--- src/design/mhp_pkg.sv ---
// Package for the metaheader packet header parser.
// Holds the metaheader bit masks, verdict codes, register indexes and the layout helper.
// No dependencies.
`timescale 1ns / 1ps
`default_nettype none

package mhp_pkg;

  localparam logic [7:0] MK_CONT = 8'b1000_0000;
  localparam logic [7:0] MK_ESP  = 8'b0100_0000;
  localparam logic [7:0] MK_VER  = 8'b0010_0000;
  localparam logic [7:0] MK_ADDR = 8'b0001_1000;
  localparam logic [7:0] MK_A4   = 8'b0001_0000;
  localparam logic [7:0] MK_A2   = 8'b0000_1000;
  localparam logic [7:0] MK_TYPE = 8'b0000_0100;
  localparam logic [7:0] MK_TTL  = 8'b0000_0010;
  localparam logic [7:0] MK_FLOW = 8'b0000_0001;
  localparam logic [7:0] MK_SRC4 = 8'b0100_0000;
  localparam logic [7:0] MK_SRC2 = 8'b0010_0000;
  localparam logic [7:0] MK_LEN  = 8'b0001_0000;
  localparam logic [7:0] MK_CSUM = 8'b0000_1000;

  localparam logic [4:0] POS_MAX = 5'd31;

  typedef enum logic {
    CFG_LOCAL_ADDRESS    = 1'b0,
    CFG_EXPECTED_VERSION = 1'b1
  } cfg_index_e;

  typedef enum logic [3:0] {
    VD_ACCEPT    = 4'd0,
    VD_ESP       = 4'd1,
    VD_VERSION   = 4'd2,
    VD_DST16     = 4'd3,
    VD_DST2      = 4'd4,
    VD_DST_MISS  = 4'd5,
    VD_TTL       = 4'd6,
    VD_FLOW      = 4'd7,
    VD_SRC16     = 4'd8,
    VD_SRC2      = 4'd9,
    VD_THIRD     = 4'd10,
    VD_TRUNCATED = 4'd11
  } verdict_e;

  // Header layout, all sizes in bytes.
  typedef struct packed {
    logic [4:0] metas;
    logic [4:0] ver;
    logic [4:0] dst;
    logic [4:0] typ;
    logic [4:0] src;
    logic [4:0] len;
  } layout_t;

  // Parser state after the current byte is applied.
  typedef struct packed {
    logic [4:0]  pos;
    logic [7:0]  first_meta;
    logic [7:0]  second_meta;
    logic        ver_bad;
    logic [31:0] field_shift;
    logic [31:0] learned_source;
    logic [15:0] held_type;
    logic [15:0] held_length;
  } state_t;

  typedef struct packed {
    verdict_e    verdict;
    logic [31:0] source_address;
    logic        source_learned;
    logic [15:0] type_value;
    logic        type_present;
    logic [15:0] length_value;
    logic        length_present;
    logic        checksum_flagged;
    logic [4:0]  payload_start;
  } result_t;

  function automatic layout_t mhp_layout(input logic [7:0] m1, input logic [7:0] m2_raw);
    layout_t    l;
    logic [7:0] m2;
    m2      = ((m1 & MK_CONT) != 8'd0) ? m2_raw : 8'd0;
    l.metas = 5'd1 + {4'd0, (m1 & MK_CONT) != 8'd0} + {4'd0, (m2 & MK_CONT) != 8'd0};
    l.ver   = ((m1 & MK_VER) != 8'd0) ? 5'd1 : 5'd0;
    l.dst   = ((m1 & MK_ADDR) == MK_A4) ? 5'd4 : 5'd0;
    l.typ   = ((m1 & MK_TYPE) != 8'd0) ? 5'd2 : 5'd0;
    l.src   = ((m2 & MK_SRC4) != 8'd0) ? 5'd4 : 5'd0;
    l.len   = ((m2 & MK_LEN) != 8'd0) ? 5'd2 : 5'd0;
    return l;
  endfunction

endpackage

`default_nettype wire

--- src/design/mhp_capture.sv ---
// Header field capture: byte position, metaheaders and the field accumulators.
// Depends on mhp_pkg.
`timescale 1ns / 1ps
`default_nettype none

module mhp_capture (
  input  wire logic            clk_i,
  input  wire logic            rst_ni,
  input  wire logic            accept_i,
  input  wire logic [7:0]      data_byte_i,
  input  wire logic            last_byte_i,
  input  wire logic [7:0]      expected_version_i,
  output mhp_pkg::state_t      state_o
);
  import mhp_pkg::*;

  logic [4:0]  pos_q, pos_d;
  logic [7:0]  m1_q, m1_d, m2_q, m2_d;
  logic        ver_bad_q, ver_bad_d;
  logic [31:0] dst_q, dst_d, src_q, src_d;
  logic [15:0] typ_q, typ_d, len_q, len_d;
  layout_t     lay;
  logic [4:0]  off, b_typ, b_src, b_len, b_end, k;
  logic        in_hdr;

  always_comb begin
    m1_d      = m1_q;
    m2_d      = m2_q;
    ver_bad_d = ver_bad_q;
    dst_d     = dst_q;
    src_d     = src_q;
    typ_d     = typ_q;
    len_d     = len_q;
    if (pos_q == 5'd0) begin
      m1_d      = data_byte_i;
      m2_d      = 8'd0;
      ver_bad_d = 1'b0;
      dst_d     = 32'd0;
      src_d     = 32'd0;
      typ_d     = 16'd0;
      len_d     = 16'd0;
    end else if (pos_q == 5'd1 && (m1_q & MK_CONT) != 8'd0) begin
      m2_d = data_byte_i;
    end

    lay    = mhp_layout(m1_d, m2_d);
    in_hdr = pos_q >= lay.metas;
    off    = pos_q - lay.metas;
    b_typ  = lay.ver + lay.dst;
    b_src  = b_typ + lay.typ;
    b_len  = b_src + lay.src;
    b_end  = b_len + lay.len;
    k      = 5'd0;

    if (in_hdr) begin
      if (lay.ver != 5'd0 && off == 5'd0) begin
        if (data_byte_i != expected_version_i) ver_bad_d = 1'b1;
      end else if (off >= lay.ver && off < b_typ) begin
        k = off - lay.ver;
        dst_d[{k[1:0], 3'b000} +: 8] = dst_d[{k[1:0], 3'b000} +: 8] | data_byte_i;
      end else if (off >= b_typ && off < b_src) begin
        k = off - b_typ;
        typ_d[{k[0], 3'b000} +: 8] = typ_d[{k[0], 3'b000} +: 8] | data_byte_i;
      end else if (off >= b_src && off < b_len) begin
        k = off - b_src;
        src_d[{k[1:0], 3'b000} +: 8] = src_d[{k[1:0], 3'b000} +: 8] | data_byte_i;
      end else if (off >= b_len && off < b_end) begin
        k = off - b_len;
        len_d[{k[0], 3'b000} +: 8] = len_d[{k[0], 3'b000} +: 8] | data_byte_i;
      end
    end

    if (last_byte_i) begin
      pos_d = 5'd0;
    end else if (pos_q == POS_MAX) begin
      pos_d = POS_MAX;
    end else begin
      pos_d = pos_q + 5'd1;
    end
  end

  always_ff @(posedge clk_i or negedge rst_ni) begin
    if (!rst_ni) begin
      pos_q     <= 5'd0;
      m1_q      <= 8'd0;
      m2_q      <= 8'd0;
      ver_bad_q <= 1'b0;
      dst_q     <= 32'd0;
      src_q     <= 32'd0;
      typ_q     <= 16'd0;
      len_q     <= 16'd0;
    end else if (accept_i) begin
      pos_q     <= pos_d;
      m1_q      <= m1_d;
      m2_q      <= m2_d;
      ver_bad_q <= ver_bad_d;
      dst_q     <= dst_d;
      src_q     <= src_d;
      typ_q     <= typ_d;
      len_q     <= len_d;
    end
  end

  assign state_o.pos            = pos_q;
  assign state_o.first_meta     = m1_d;
  assign state_o.second_meta    = m2_d;
  assign state_o.ver_bad        = ver_bad_d;
  assign state_o.field_shift    = dst_d;
  assign state_o.learned_source = src_d;
  assign state_o.held_type      = typ_d;
  assign state_o.held_length    = len_d;

endmodule

`default_nettype wire

--- src/design/mhp_eval.sv ---
// Verdict logic: ordered header checks on the state that includes the last byte.
// Depends on mhp_pkg.
`timescale 1ns / 1ps
`default_nettype none

module mhp_eval (
  input  mhp_pkg::state_t  state_i,
  input  wire logic [31:0] local_address_i,
  output mhp_pkg::result_t result_o
);
  import mhp_pkg::*;

  layout_t    lay;
  logic [7:0] m1, m2;
  logic [5:0] n, need_m, need_ver, need_dst, need_typ, need_src, need_len;
  logic [5:0] hdr_len;
  verdict_e   v;
  logic       src_ok, typ_ok, len_ok, csum;

  always_comb begin
    m1       = state_i.first_meta;
    m2       = state_i.second_meta;
    lay      = mhp_layout(m1, m2);
    n        = {1'b0, state_i.pos} + 6'd1;
    need_m   = {1'b0, lay.metas};
    need_ver = need_m + {1'b0, lay.ver};
    need_dst = need_ver + {1'b0, lay.dst};
    need_typ = need_dst + {1'b0, lay.typ};
    need_src = need_typ + {1'b0, lay.src};
    need_len = need_src + {1'b0, lay.len};
    hdr_len  = need_len;
    v        = VD_ACCEPT;
    src_ok   = 1'b0;
    typ_ok   = 1'b0;
    len_ok   = 1'b0;
    csum     = 1'b0;

    if (n < need_m) begin
      v = VD_TRUNCATED;
    end else if ((m1 & MK_ESP) != 8'd0) begin
      v = VD_ESP;
    end else if (lay.ver != 5'd0 && n < need_ver) begin
      v = VD_TRUNCATED;
    end else if (lay.ver != 5'd0 && state_i.ver_bad) begin
      v = VD_VERSION;
    end else if ((m1 & MK_ADDR) == MK_ADDR) begin
      v = VD_DST16;
    end else if ((m1 & MK_A2) != 8'd0) begin
      v = VD_DST2;
    end else if (lay.dst != 5'd0 && n < need_dst) begin
      v = VD_TRUNCATED;
    end else if (lay.dst != 5'd0 && state_i.field_shift != local_address_i) begin
      v = VD_DST_MISS;
    end else if (lay.typ != 5'd0 && n < need_typ) begin
      v = VD_TRUNCATED;
    end else begin
      typ_ok = lay.typ != 5'd0;
      if ((m1 & MK_TTL) != 8'd0) begin
        v = VD_TTL;
      end else if ((m1 & MK_FLOW) != 8'd0) begin
        v = VD_FLOW;
      end else if ((m1 & MK_CONT) != 8'd0) begin
        if ((m2 & MK_ADDR) == MK_ADDR) begin
          v = VD_SRC16;
        end else if ((m2 & MK_SRC2) != 8'd0) begin
          v = VD_SRC2;
        end else if (lay.src != 5'd0 && n < need_src) begin
          v = VD_TRUNCATED;
        end else begin
          src_ok = lay.src != 5'd0;
          if (lay.len != 5'd0 && n < need_len) begin
            v = VD_TRUNCATED;
          end else begin
            len_ok = lay.len != 5'd0;
            csum   = (m2 & MK_CSUM) != 8'd0;
            if ((m2 & MK_CONT) != 8'd0) v = VD_THIRD;
          end
        end
      end
    end

    result_o.verdict          = v;
    result_o.source_address   = src_ok ? state_i.learned_source : 32'd0;
    result_o.source_learned   = src_ok;
    result_o.type_value       = typ_ok ? state_i.held_type : 16'd0;
    result_o.type_present     = typ_ok;
    result_o.length_value     = len_ok ? state_i.held_length : 16'd0;
    result_o.length_present   = len_ok;
    result_o.checksum_flagged = csum;
    result_o.payload_start    = (v == VD_ACCEPT) ? hdr_len[4:0] : 5'd0;
  end

endmodule

`default_nettype wire

--- src/design/metaheader_packet_header_parser_core.sv ---
// Channel  | Direction | Handshake              | Payload
// input    | in        | in_valid_i/in_stall_o  | data_byte_i, last_byte_i
// result   | out       | out_valid_o/out_stall_i| verdict_o .. payload_start_o
// config   | in        | cfg_valid_i/cfg_ready_o| cfg_index_i, cfg_data_i
//
// One byte per cycle, except while a last byte is stalled. A result appears in the cycle after its last byte.
// Each byte updates the header state in the cycle it is accepted; the
// verdict is computed from that state and loaded into the result register.
// Reset clears the byte position, header state and the result register.
// While a result is held by out_stall_i, non-last bytes are still taken.
// Depends on mhp_pkg, mhp_capture, mhp_eval.
`timescale 1ns / 1ps
`default_nettype none

module metaheader_packet_header_parser_core (
  input  wire logic        clk_i,
  input  wire logic        rst_ni,
  input  wire logic        in_valid_i,
  output logic             in_stall_o,
  input  wire logic [7:0]  data_byte_i,
  input  wire logic        last_byte_i,
  output logic             out_valid_o,
  input  wire logic        out_stall_i,
  output logic [3:0]       verdict_o,
  output logic [31:0]      source_address_o,
  output logic             source_learned_o,
  output logic [15:0]      type_value_o,
  output logic             type_present_o,
  output logic [15:0]      length_value_o,
  output logic             length_present_o,
  output logic             checksum_flagged_o,
  output logic [4:0]       payload_start_o,
  input  wire logic        cfg_valid_i,
  output logic             cfg_ready_o,
  input  wire logic        cfg_index_i,
  input  wire logic [31:0] cfg_data_i
);
  import mhp_pkg::*;

  logic        accept;
  logic        out_valid_q, out_valid_d;
  logic [31:0] local_address_q;
  logic [7:0]  expected_version_q;
  state_t      state;
  result_t     result_d, result_q;

  assign cfg_ready_o = 1'b1;
  assign in_stall_o  = out_valid_q & out_stall_i & last_byte_i;
  assign accept      = in_valid_i & ~in_stall_o;

  always_ff @(posedge clk_i or negedge rst_ni) begin
    if (!rst_ni) begin
      local_address_q    <= 32'd0;
      expected_version_q <= 8'd1;
    end else if (cfg_valid_i && cfg_ready_o) begin
      case (cfg_index_e'(cfg_index_i))
        CFG_LOCAL_ADDRESS:    local_address_q    <= cfg_data_i;
        CFG_EXPECTED_VERSION: expected_version_q <= cfg_data_i[7:0];
        default: ;
      endcase
    end
  end

  mhp_capture u_capture (
    .clk_i              (clk_i),
    .rst_ni             (rst_ni),
    .accept_i           (accept),
    .data_byte_i        (data_byte_i),
    .last_byte_i        (last_byte_i),
    .expected_version_i (expected_version_q),
    .state_o            (state)
  );

  mhp_eval u_eval (
    .state_i         (state),
    .local_address_i (local_address_q),
    .result_o        (result_d)
  );

  always_comb begin
    out_valid_d = out_valid_q & out_stall_i;
    if (accept && last_byte_i) out_valid_d = 1'b1;
  end

  always_ff @(posedge clk_i or negedge rst_ni) begin
    if (!rst_ni) begin
      out_valid_q <= 1'b0;
    end else begin
      out_valid_q <= out_valid_d;
    end
  end

  always_ff @(posedge clk_i or negedge rst_ni) begin
    if (!rst_ni) begin
      result_q <= '0;
    end else if (accept && last_byte_i) begin
      result_q <= result_d;
    end
  end

  assign out_valid_o        = out_valid_q;
  assign verdict_o          = result_q.verdict;
  assign source_address_o   = result_q.source_address;
  assign source_learned_o   = result_q.source_learned;
  assign type_value_o       = result_q.type_value;
  assign type_present_o     = result_q.type_present;
  assign length_value_o     = result_q.length_value;
  assign length_present_o   = result_q.length_present;
  assign checksum_flagged_o = result_q.checksum_flagged;
  assign payload_start_o    = result_q.payload_start;

endmodule

`default_nettype wire

--- config.mk ---
export PLATFORM = sky130hd
export DESIGN_NAME = metaheader_packet_header_parser_core
export DESIGN_NICKNAME = d
export VERILOG_FILES = /design/src/design/mhp_pkg.sv /design/src/design/mhp_capture.sv /design/src/design/mhp_eval.sv /design/src/design/metaheader_packet_header_parser_core.sv
export SDC_FILE = /design/constraint.sdc
export NUM_CORES = 1
export LEC_CHECK = 0
export BUFFER_PORTS_ARGS = -buffer_cell sky130_fd_sc_hd__buf_2
export CORE_AREA = 2 2 175 177
export CTS_CLUSTER_DIAMETER = 50
export DETAILED_ROUTE_END_ITERATION = 16
export DIE_AREA = 0 0 177 179
export GPL_TIMING_DRIVEN = 0
export SYNTH_ARGS = -nofsm -noshare
export SYNTH_HDL_FRONTEND = slang
export SYNTH_HIERARCHICAL = 1
export SYNTH_SLANG_ARGS = --single-unit
--- constraint.sdc ---
create_clock -name clk_i -period 7.49 [get_ports clk_i]
set_input_delay 1.1235 -clock clk_i [delete_from_list [all_inputs] [get_ports clk_i]]
set_output_delay 1.1235 -clock clk_i [all_outputs]
set_load 0.02 [all_outputs]
[After elaboration in Yosys (flattened, before gate mapping)]
Index checks and enable logic that the tools add are counted.
Storage, ports and cells
  output and inout port bits: 80
  bits in latches: 0
  input port bits: 47
  bits in read-only memories: 0
  register bits: 236
  memories kept: 0
  RAM bits: 0
Cells by class
  add/sub/neg operators: 22
  mux-type cells: 119
  magnitude comparators: 15
  bitwise logic cells: 9
  $mul: 0
  equal/unequal tests: 7
  div/mod/pow operators: 0
  reduce and logical (&&, ||, !) cells: 24
  shifts and indexed selects: 12
Operators by type and width (number)
  two-way mux 32 bit: 11
  two-way mux 16 bit: 14
  two-way mux 4 bit: 17
  bitwise mux 32 bit: 2
  variable shift 8 x 7 -> 32 bit (first input constant): 2
  variable part select 32 x 6 -> 8 bit: 2
  variable part select 8 x 7 -> 32 bit: 2
  two-way mux 1 bit: 62
  bitwise mux 16 bit: 2
  two-way mux 8 bit: 4
  inequality test 32 bit: 1
  bitwise OR 8 bit: 4
  variable shift 8 x 6 -> 16 bit (first input constant): 2
  variable part select 16 x 5 -> 8 bit: 2
  variable part select 8 x 6 -> 16 bit: 2
  less-than comparator 6 bit: 5
  nonzero test 5 bit: 5
  >= comparator 5 bit: 4
  less-than comparator 5 bit: 4
  two-way mux 5 bit: 3
  logical AND 1 bit: 14
  negator 5 -> 7 bit: 2
  adder 6 x 2 -> 6 bit: 2
  adder 6 x 3 -> 6 bit: 2
  26 further kinds: 38

[Longest topological paths before layout]
Gate-level depths: netlist of run 1.
  word-level depth: 31
  mapped depth: 27
  mapped depth without buffers: 25

[By module]
Netlist of run 1, hierarchy kept.
By module, submodules not included
  mhp_capture: instances 1, cells each 787, area an instance 7342.0 um2
  metaheader_packet_header_parser_core: instances 1, cells each 257, area an instance 4435.5 um2
  mhp_eval: instances 1, cells each 280, area an instance 2083.2 um2

[Least setup slack after synthesis of run 1]
No wires, ideal clock.
  path kind: register to register
  start: register u_capture.pos_q[0]
  end: register result_q (netlist bit source_address_o[2])
  stages on the path, launching flop included: 23
  setup slack: 955 ps
  clock period less this slack: 6535 ps
  buffers on the path: 2
  data arrival time: 6470 ps
  path through: dfrtp_1 > inv_1 > ha_1 > or4b_4 > clkbuf_1 > mux2i_1 > inv_1 > o21ai_0 > ha_1 > fa_1 > xor2_1 > mux4_2 > a21oi_1 > o2bb2ai_1 > xor2_1 > nor4_1 > nand4_1 > o21ai_1 > nand2b_4 > nor4_4 > buf_6 > and2_1 > mux2_2
RTL lines
  start, declared: RTL line mhp_capture.sv:17  | logic [4:0] pos_q, pos_d;
  start signal, assigned: RTL line mhp_capture.sv:93  | pos_q <= pos_d;
  end signal, assigned: RTL line metaheader_packet_header_parser_core.sv:97  | result_q <= result_d;
  end, declared: RTL line metaheader_packet_header_parser_core.sv:45  | result_t result_d, result_q;

==> impl_metrics.json, run 1 <==
{
  "grt_setup_unrepaired": "no",
  "ioPinCount": 127,
  "fmax_mhz": 143,
  "area_growth_syn_to_layout_pct": 17.1,
  "slew_headroom_pct": 24.5,
  "insertion_delay_ps": 560,
  "clk_pin_slew_worst_paths_ps": 60,
  "critPathArrivalTime_ps": 7470,
  "critPathMaxFanout": 12,
  "drive_gt1_share_pct": 24.7,
  "period_needed_ps": 6980,
  "first_pass_iters": 5,
  "routed_wl_um": 38000,
  "grt_max_degree": 96,
  "synthCells": 1312,
  "cts_buffers": 29,
  "clock_tree.buffer_depth": 3,
  "std_cell_rows": 64,
  "fill_cells": 2696,
  "die_width_um": 177,
  "fin_skew_ps": 22.8,
  "drtAntennaViolNets": 0,
  "drv_cap": 0,
  "whs_ps": 466,
  "grt_pass1_vias": 10700,
  "hp-class": "primary input to async pin",
  "max_stage_delay_ps": 620,
  "ys_warn_count": 6,
  "cts_root_buf": "clkbuf_16",
  "io_buffers": 117,
  "setup_viol": 0,
  "antenna_found_initial": 1,
  "worstMarginPinSlew_ps": 1130,
  "drt-vias-per-instance": 5.85,
  "critPathBufInv": 7,
  "core_area_um2": 30000,
  "critPathTopFamily": "simple AND/OR/NAND/NOR gates",
  "fp.dieH_um": 179,
  "grt_usage_pct": 24.1,
  "clock-sinks": 233,
  "cellPowerDensity_nw_per_um2": 303,
  "slew_violations": 0,
  "syn_area_per_cell_um2": 10.5,
  "startpoint_type": "flop",
  "die_area_um2": 31700,
  "initial_core_util_pct": 45.7,
  "final_util_pct": 53.5,
  "final_hold_viol_count": 0,
  "drt-initial-drc-count": 813,
  "finalNetCount": 1578,
  "grt_pass1_wl_um": 60000,
  "synthesis.area_um2": 13700,
  "status": "finished clean",
  "crit_required_ps": 7980,
  "leakage_nw": 7.33,
  "p_total_mw": 4.87,
  "grt-ovfl-total": 0,
  "gp_congestion": 0.899,
  "drc": 0,
  "dr_total_vias": 11100,
  "crit_type": "flop to flop",
  "dp_hpwl_um": 27400,
  "crit_path_top_delay_cell": "or4b_4",
  "critPathCaptureType": "flop",
  "cts_tree": "done",
  "post_drt_wl_per_cell_um": 20.0,
  "fin_crit_sh_pct": 93.2,
  "htreeDepth": 1,
  "ir_drop_mv": 0.257
}
==> worst paths after layout <==
kind	from	end	slack, ps	cells past startpoint
hold reg to reg	u_capture/typ_q[4]$_DFFE_PN0P_	u_capture/typ_q[4]$_DFFE_PN0P_	480	2
min in group clk_i	u_capture/typ_q[4]$_DFFE_PN0P_	u_capture/typ_q[4]$_DFFE_PN0P_	480	2
setup / recovery	u_capture/pos_q[1]$_DFFE_PN0P_	type_value_o[9]$_DFFE_PN0P_	510	27
max in group asynchronous	rst_ni	local_address_q[25]$_DFFE_PN0P_	5770	3
hold / removal	rst_ni	payload_start_o[3]$_DFFE_PN0P_	470	1
setup reg to reg	u_capture/pos_q[1]$_DFFE_PN0P_	type_value_o[9]$_DFFE_PN0P_	510	27
==> per-stage QoR <==
stage / TNS, ps / cell area [µm²] / std cells / setup WS [ps]
2_1_floorplan: 0 / 13700 / 1313 / 956
3_3_place_gp: -103120 / 14800 / 1826 / -1620
3_5_place_dp: -79590 / 14900 / 1828 / -1300
4_1_cts: 0 / 16000 / 1892 / 23.8
5_1_grt: 0 / 16100 / 1896 / 75.6
6_report: 0 / 16100 / 1897 / 512
==> metal layers <==
metal	routed length (µm)	up-vias	track usage, %
li1	-	5137	-
met4	1100	0	7.06
met1	17000	5490	33.9
met5	0	-	0
met2	17400	400	38.4
met3	2460	73	3.77
==> cell usage in the layout, fill, tap and decap left out, types with 6 or more instances in the layout <==
| cell type | n |
|---|---|
| dfrtp_1 | 231 |
| nand2_1 | 140 |
| buf_2 | 121 |
| mux2_2 | 90 |
| inv_1 | 68 |
| and2_1 | 67 |
| o2bb2ai_1 | 63 |
| o21ai_0 | 54 |
| ha_1 | 52 |
| clkbuf_1 | 42 |
| a21oi_1 | 41 |
| xor2_1 | 35 |
| nor2_1 | 33 |
| mux2_1 | 32 |
| o22ai_1 | 32 |
| buf_4 | 30 |
| clkbuf_16 | 29 |
| o32ai_1 | 24 |
| o21ai_1 | 23 |
| nand3_1 | 20 |
| nand4_1 | 19 |
| nor3_1 | 18 |
| xnor2_1 | 16 |
| mux4_2 | 16 |
| a31oi_1 | 11 |
| mux2i_1 | 9 |
| and3_1 | 8 |
| buf_6 | 8 |
| nor4_1 | 8 |
| a32o_1 | 8 |
| a21oi_2 | 7 |
| nand4b_1 | 7 |
| nor2b_1 | 6 |
| nor4_2 | 6 |
==> power breakdown <==
group	switching, mW	internal [mW]
sequential	0.0639	1.35
clock	0.560	0.826
combinational	1.33	0.737
==> cell type report <==
class / count / area, µm² / share of cell area, %
diodes: 1 / 2.50 / 0.0156
inverters: 70 / 263 / 1.64
repair buffers: 134 / 776 / 4.83
flip-flops and latches: 233 / 5830 / 36.3
clock buffers: 39 / 803 / 5.00
clock inverters: 15 / 155 / 0.966
plain buffers: 74 / 410 / 2.56
multi-input cells: 935 / 7320 / 45.6
well taps: 396 / 495 / 3.09
==> flip-flops by register name (all words and copies together) (netlist names), 8 cells and up <==
| signal | cells |
|---|---|
| expected_version_q | 8 |
| u_capture/typ_q | 16 |
| u_capture/dst_q | 32 |
| type_value_o | 16 |
| u_capture/m1_q | 8 |
| local_address_q | 32 |
| u_capture/len_q | 16 |
| length_value_o | 16 |
| source_address_o | 32 |
| u_capture/src_q | 32 |
==> worst register-to-register path: cells and delay by family (launching register included) <==
family | cells | cell delay, ps
XOR/XNOR | 2 | 400
multiplexers | 2 | 410
flip-flops | 1 | 480
AO/OA/AOI/OAI | 4 | 740
adder cells (fa/ha/maj) | 4 | 1260
buffers and inverters | 7 | 1460
AND/OR/NAND/NOR | 8 | 2180
==> timing repair <==
item                       4_1_cts  5_1_grt
pin swaps                        7        3
buffers inserted                10        5
resized for setup               15       11
hold buffers                     0        0
setup endpoints to repair       77       75
Note: power is estimated with default switching activity, not from simulation.
==> run 2: changes to the inputs <==
Settings changed: MAX_ROUTING_LAYER set to met4, SKIP_LAST_GASP set to 1.
==> run 2 against run 1 <==
Net effect:
- via count down 0.92%
- critical path type unchanged
- power is 2.0% higher
- clock-buffer cell count down 1
- worst setup slack improved by 10 ps
==> impl_metrics.json, run 2 (same netlist as run 1, synthesis figures left out) <==
{
  "post_drt_wl_per_cell_um": 20.4,
  "cellPowerDensity_nw_per_um2": 308,
  "status": "finished clean",
  "fmax_mhz": 144,
  "timing.rr.start": "u_capture/pos_q[1]$_DFFE_PN0P_",
  "critPathMaxFanout": 12,
  "finalNetCount": 1580,
  "antenna_found_initial": 0,
  "grt-ovfl-total": 0,
  "drtAntennaViolNets": 0,
  "drt-vias-per-instance": 5.80,
  "final_cell_area_um2": 16100,
  "drc": 0,
  "setup_viol": 0,
  "grt_pass1_wl_um": 60700,
  "slew_headroom_pct": 23.3,
  "critPathCaptureType": "flop",
  "ioPinCount": 127,
  "fin_skew_ps": 30.7,
  "crit_required_ps": 7990,
  "whs_ps": 447,
  "cts_hold_buf": 0,
  "ir_drop_mv": 0.279,
  "critPathArrivalTime_ps": 7470,
  "die_width_um": 177,
  "cts_tree": "done",
  "clkPwrFrac_pct": 29.4,
  "htreeDepth": 1,
  "clock_tree.buffer_depth": 3,
  "die_area_um2": 31700,
  "cts_buffers": 31,
  "place_area_um2": 14900,
  "hp-class": "primary input to async pin",
  "crit_type": "flop to flop",
  "startpoint_type": "flop",
  "final_hold_viol_count": 0,
  "first_pass_iters": 6,
  "p_total_mw": 4.97,
  "diodes": 0,
  "std_cell_rows": 64,
  "routed_wl_um": 38700,
  "p_sw_share_pct": 40.3,
  "slew_violations": 0,
  "io_buffers": 117,
  "cellInternalPower_mw": 2.96,
  "combPwrFrac_pct": 42.1,
  "insertion_delay_ps": 580,
  "dp_hpwl_um": 27800,
  "area_growth_syn_to_layout_pct": 17.6,
  "fin_crit_sh_pct": 93.0,
  "final_cell_mix": "231 x dfrtp_1, 140 x nand2_1, 122 x buf_2",
  "pwr-share-seq_pct": 28.5,
  "drv_cap": 0,
  "cts_root_buf": "clkbuf_16",
  "clk_pin_slew_worst_paths_ps": 60,
  "grt_pass1_vias": 10700,
  "core_area_um2": 30000,
  "initial_core_util_pct": 45.7,
  "drt-initial-drc-count": 810,
  "critPathLaunch": "u_capture/pos_q[1]$_DFFE_PN0P_",
  "dr_total_vias": 11000,
  "drive_gt1_share_pct": 25.0,
  "clock-sinks": 233,
  "final_common_cell": "dfrtp_1",
  "gp_congestion": 0.904,
  "grt_usage_pct": 25.1,
  "p_sw_mw": 2.00,
  "grt_max_degree": 117,
  "worstMarginPinSlew_ps": 1140,
  "fp.dieH_um": 179,
  "final_util_pct": 53.7,
  "leakage_nw": 7.36,
  "grt_setup_unrepaired": "no",
  "period_needed_ps": 6970
}
[run 2: routing by layer]
metal / global-route usage, % / share of wire (%) / wire [µm]
met2: 39.0 / 46 / 17800
met5: - / 0 / 0
met3: 3.77 / 6.3 / 2440
met1: 34.4 / 45 / 17400
met4: 7.16 / 2.6 / 992
[run 2: worst paths after layout]
check	slack, ps	depth (start not counted)	end
max in group asynchronous	6160	2	source_address_o[8]$_DFFE_PN0P_
worst max register to register	520	22	type_value_o[14]$_DFFE_PN0P_
min in group clk_i	480	1	verdict_o[2]$_DFFE_PN0P_
worst max-delay path	520	22	type_value_o[14]$_DFFE_PN0P_
worst min-delay path	450	1	payload_start_o[1]$_DFFE_PN0P_
worst min register to register	480	1	verdict_o[2]$_DFFE_PN0P_
[run 2: worst max-delay path, stage by stage, from the launching register on]
cell and delay [ps]:
dfrtp_1 480, inv_1 200, ha_1 200, or4b_4 610, mux2i_1 450, inv_2 100, o21ai_0 110, ha_1 230
fa_1 570, xor2_4 570, mux4_2 570, a21oi_1 510, o2bb2ai_1 150, xor2_1 180, nor4_2 350, nand4_1 140
buf_4 170, o21ai_2 260, nand2b_4 140, nor4_4 340, buf_4 250, and2_1 150, mux2_2 140
[run 2: cell type report]
class / instances / area [µm²]
Multi-Input combinational cell: 935 / 7330
Clock inverter: 16 / 178
Inverter: 70 / 263
Tap cell: 396 / 495
Timing Repair Buffer: 134 / 776
Sequential cell: 233 / 5830
Buffer: 74 / 410
Fill cell: 2728 / 13900
Clock buffer: 38 / 842
[run 2: repair_timing]
item | 4_1_cts | 5_1_grt
pin swaps | 6 | 4
resized for setup | 18 | 9
buffers inserted | 9 | 6
endpoints found under the setup margin | 77 | 75
[run 2: through the flow]
stage	worst slack (ps)	std cells	setup TNS (ps)
after floorplan	956	1313	0
after global placement	-1650	1826	-104840
after detailed placement	-1610	1828	-102450
after CTS	12.1	1891	0
after global routing	39.9	1896	0
final	523	1896	0
[run 2: power groups by stage]
stage | logic [mW] | registers [mW] | clock network [mW]
finish | 2.09 | 1.42 | 1.46
floorplan | 1.46 | 1.44 | 0
global route | 2.30 | 1.43 | 1.55
CTS | 2.05 | 1.42 | 1.49
detailed placement | 2.00 | 1.44 | 0
global placement | 1.97 | 1.43 | 0
==> run 3: changes to the inputs <==
==> constraint.sdc (replaced) <==
create_clock -name clk_i -period 8.77 [get_ports clk_i]
set_input_delay 0.4385 -clock clk_i [delete_from_list [all_inputs] [get_ports clk_i]]
set_output_delay 0.4385 -clock clk_i [all_outputs]
set_load 0.02 [all_outputs]
==> run 3 against run 2 <==
Net effect:
- clock skew increased by 3.1 ps
- sequential power decreased by 15%
- register-to-register slack improved by 70 ps
- sequential share of layout area increased by 0.42 points
- via count decreased by 0.82%
- critical path type unchanged
- largest power group unchanged
==> impl_metrics.json, run 3 (same netlist as run 1, synthesis figures left out) <==
{
  "drtAntennaViolNets": 0,
  "die_width_um": 177,
  "initial_core_util_pct": 45.7,
  "setup_viol": 0,
  "post_drt_wl_per_cell_um": 20.4,
  "final_common_cell": "dfrtp_1",
  "cts_root_buf": "clkbuf_16",
  "busiest_layer": "met2",
  "instances_no_fill": 1883,
  "gp_congestion": 0.904,
  "slew_violations": 0,
  "crit_required_ps": 9270,
  "std_cell_rows": 64,
  "clock_tree.buffer_depth": 3,
  "fmax_mhz": 122,
  "status": "finished clean",
  "insertion_delay_ps": 580,
  "drv_cap": 0,
  "grt_usage_pct": 25.0,
  "startpoint_type": "flop",
  "fin_skew_ps": 33.8,
  "met2_usage_pct": 38.6,
  "hp-start": "cfg_data_i[16]",
  "cts_tree": "done",
  "timing.rr.start": "u_capture/pos_q[0]$_DFFE_PN0P_",
  "grt-ovfl-total": 0,
  "critPathArrivalTime_ps": 8680,
  "antenna_found_initial": 0,
  "critPathMaxFanout": 12,
  "dr_total_vias": 10900,
  "htreeDepth": 1,
  "worstMarginPinSlew_ps": 1170,
  "drive_gt1_share_pct": 23.0,
  "die_area_um2": 31700,
  "crit_type": "flop to flop",
  "hp-class": "primary input to flop",
  "area_growth_syn_to_layout_pct": 16.2,
  "clk_pin_slew_worst_paths_ps": 60,
  "critPathCaptureType": "flop",
  "fin_crit_sh_pct": 93.2,
  "period_needed_ps": 8180,
  "clock-sinks": 233,
  "slew_headroom_pct": 21.9,
  "grt_pass1_wl_um": 60400,
  "ir_drop_mv": 0.228,
  "final_cell_mix": "232 x dfrtp_1, 140 x nand2_1, 120 x buf_2",
  "finalNetCount": 1567,
  "leakage_nw": 7.28,
  "timing.setup.tns_ps": 0,
  "dp_hpwl_um": 27800,
  "first_pass_iters": 5,
  "use_met3_pct": 3.54,
  "drc": 0,
  "met1_usage_pct": 34.5,
  "grt_pass1_vias": 10600,
  "ioPinCount": 127,
  "core_area_um2": 30000,
  "routed_wl_um": 38400,
  "drt-initial-drc-count": 910,
  "final_hold_viol_count": 0,
  "grt_max_degree": 117,
  "diodes": 0,
  "cellPowerDensity_nw_per_um2": 264,
  "place_inst": 1828,
  "cts_buffers": 31,
  "grt_setup_unrepaired": "no",
  "critPathLaunch": "u_capture/pos_q[0]$_DFFE_PN0P_",
  "fp.dieH_um": 179,
  "io_buffers": 117,
  "drt-vias-per-instance": 5.79
}
[run 3: worst paths after layout]
kind | end | slack, ps | cells past startpoint
worst min register to register | verdict_o[2]$_DFFE_PN0P_ | 480 | 1
worst max register to register | type_value_o[14]$_DFFE_PN0P_ | 590 | 22
worst min-delay path | local_address_q[16]$_DFFE_PN0P_ | 90 | 2
min in group asynchronous | payload_start_o[1]$_DFFE_PN0P_ | 360 | 2
worst max-delay path | type_value_o[14]$_DFFE_PN0P_ | 590 | 22
max in group asynchronous | source_address_o[8]$_DFFE_PN0P_ | 7530 | 3
[run 3: report_power, final]
part | internal (mW) | leakage, nW | switching, mW
combinational | 0.611 | 3.66 | 1.13
clock | 0.745 | 0.496 | 0.503
sequential | 1.15 | 3.12 | 0.0542
total | 2.51 | 7.28 | 1.69
[run 3: per-layer routing]
metal,wire (µm),part of all wire (%)
met1,17300,45
met2,17600,46
met3,2410,6.3
met4,1070,2.8
met5,0,0
[run 3: final cells by class]
cell class	instances	area, µm²
Clock buffer	38	842
Timing Repair Buffer	121	681
Fill cell	2756	14100
Tap cell	396	495
Multi-Input combinational cell	935	7240
Sequential cell	233	5830
Buffer	74	404
Clock inverter	16	178
Inverter	70	263
[run 3: repair_timing]
action	4_1_cts	5_1_grt
setup buffers	0	1
endpoints found under the setup margin	53	73
pin swaps	0	1
hold buffers	1	0
hold endpoints to repair	37	0
gates resized for setup	1	2
[run 3: through the flow]
stage               utilization (%)  hold WS (ps)  setup WS, ps  instance area [µm²]  power (mW)
global placement               49.3           461          -371                14800        2.91
finish                         53.1          88.7           593                15900        4.20
global route                   53.1          82.1           133                15900        4.46
detailed placement             49.5           342          -335                14900        2.94
CTS                            53.0          72.4          17.6                15900        4.20
floorplan                         -           143          2240                13700        2.48
[run 3: worst max-delay path, cell delays in order (launching register included)]
cell	delay (ps)
dfrtp_1	550
inv_1	190
ha_1	180
or4b_4	600
mux2i_1	430
inv_1	280
o21ai_0	160
ha_1	290
ha_1	490
buf_1	470
buf_1	610
clkbuf_1	500
nand4_1	550
o2bb2ai_1	380
xor2_1	100
nor4_1	460
nand4_1	300
o21ai_1	460
nand2b_4	160
nor4_4	410
buf_4	250
and2_1	150
mux2_2	140
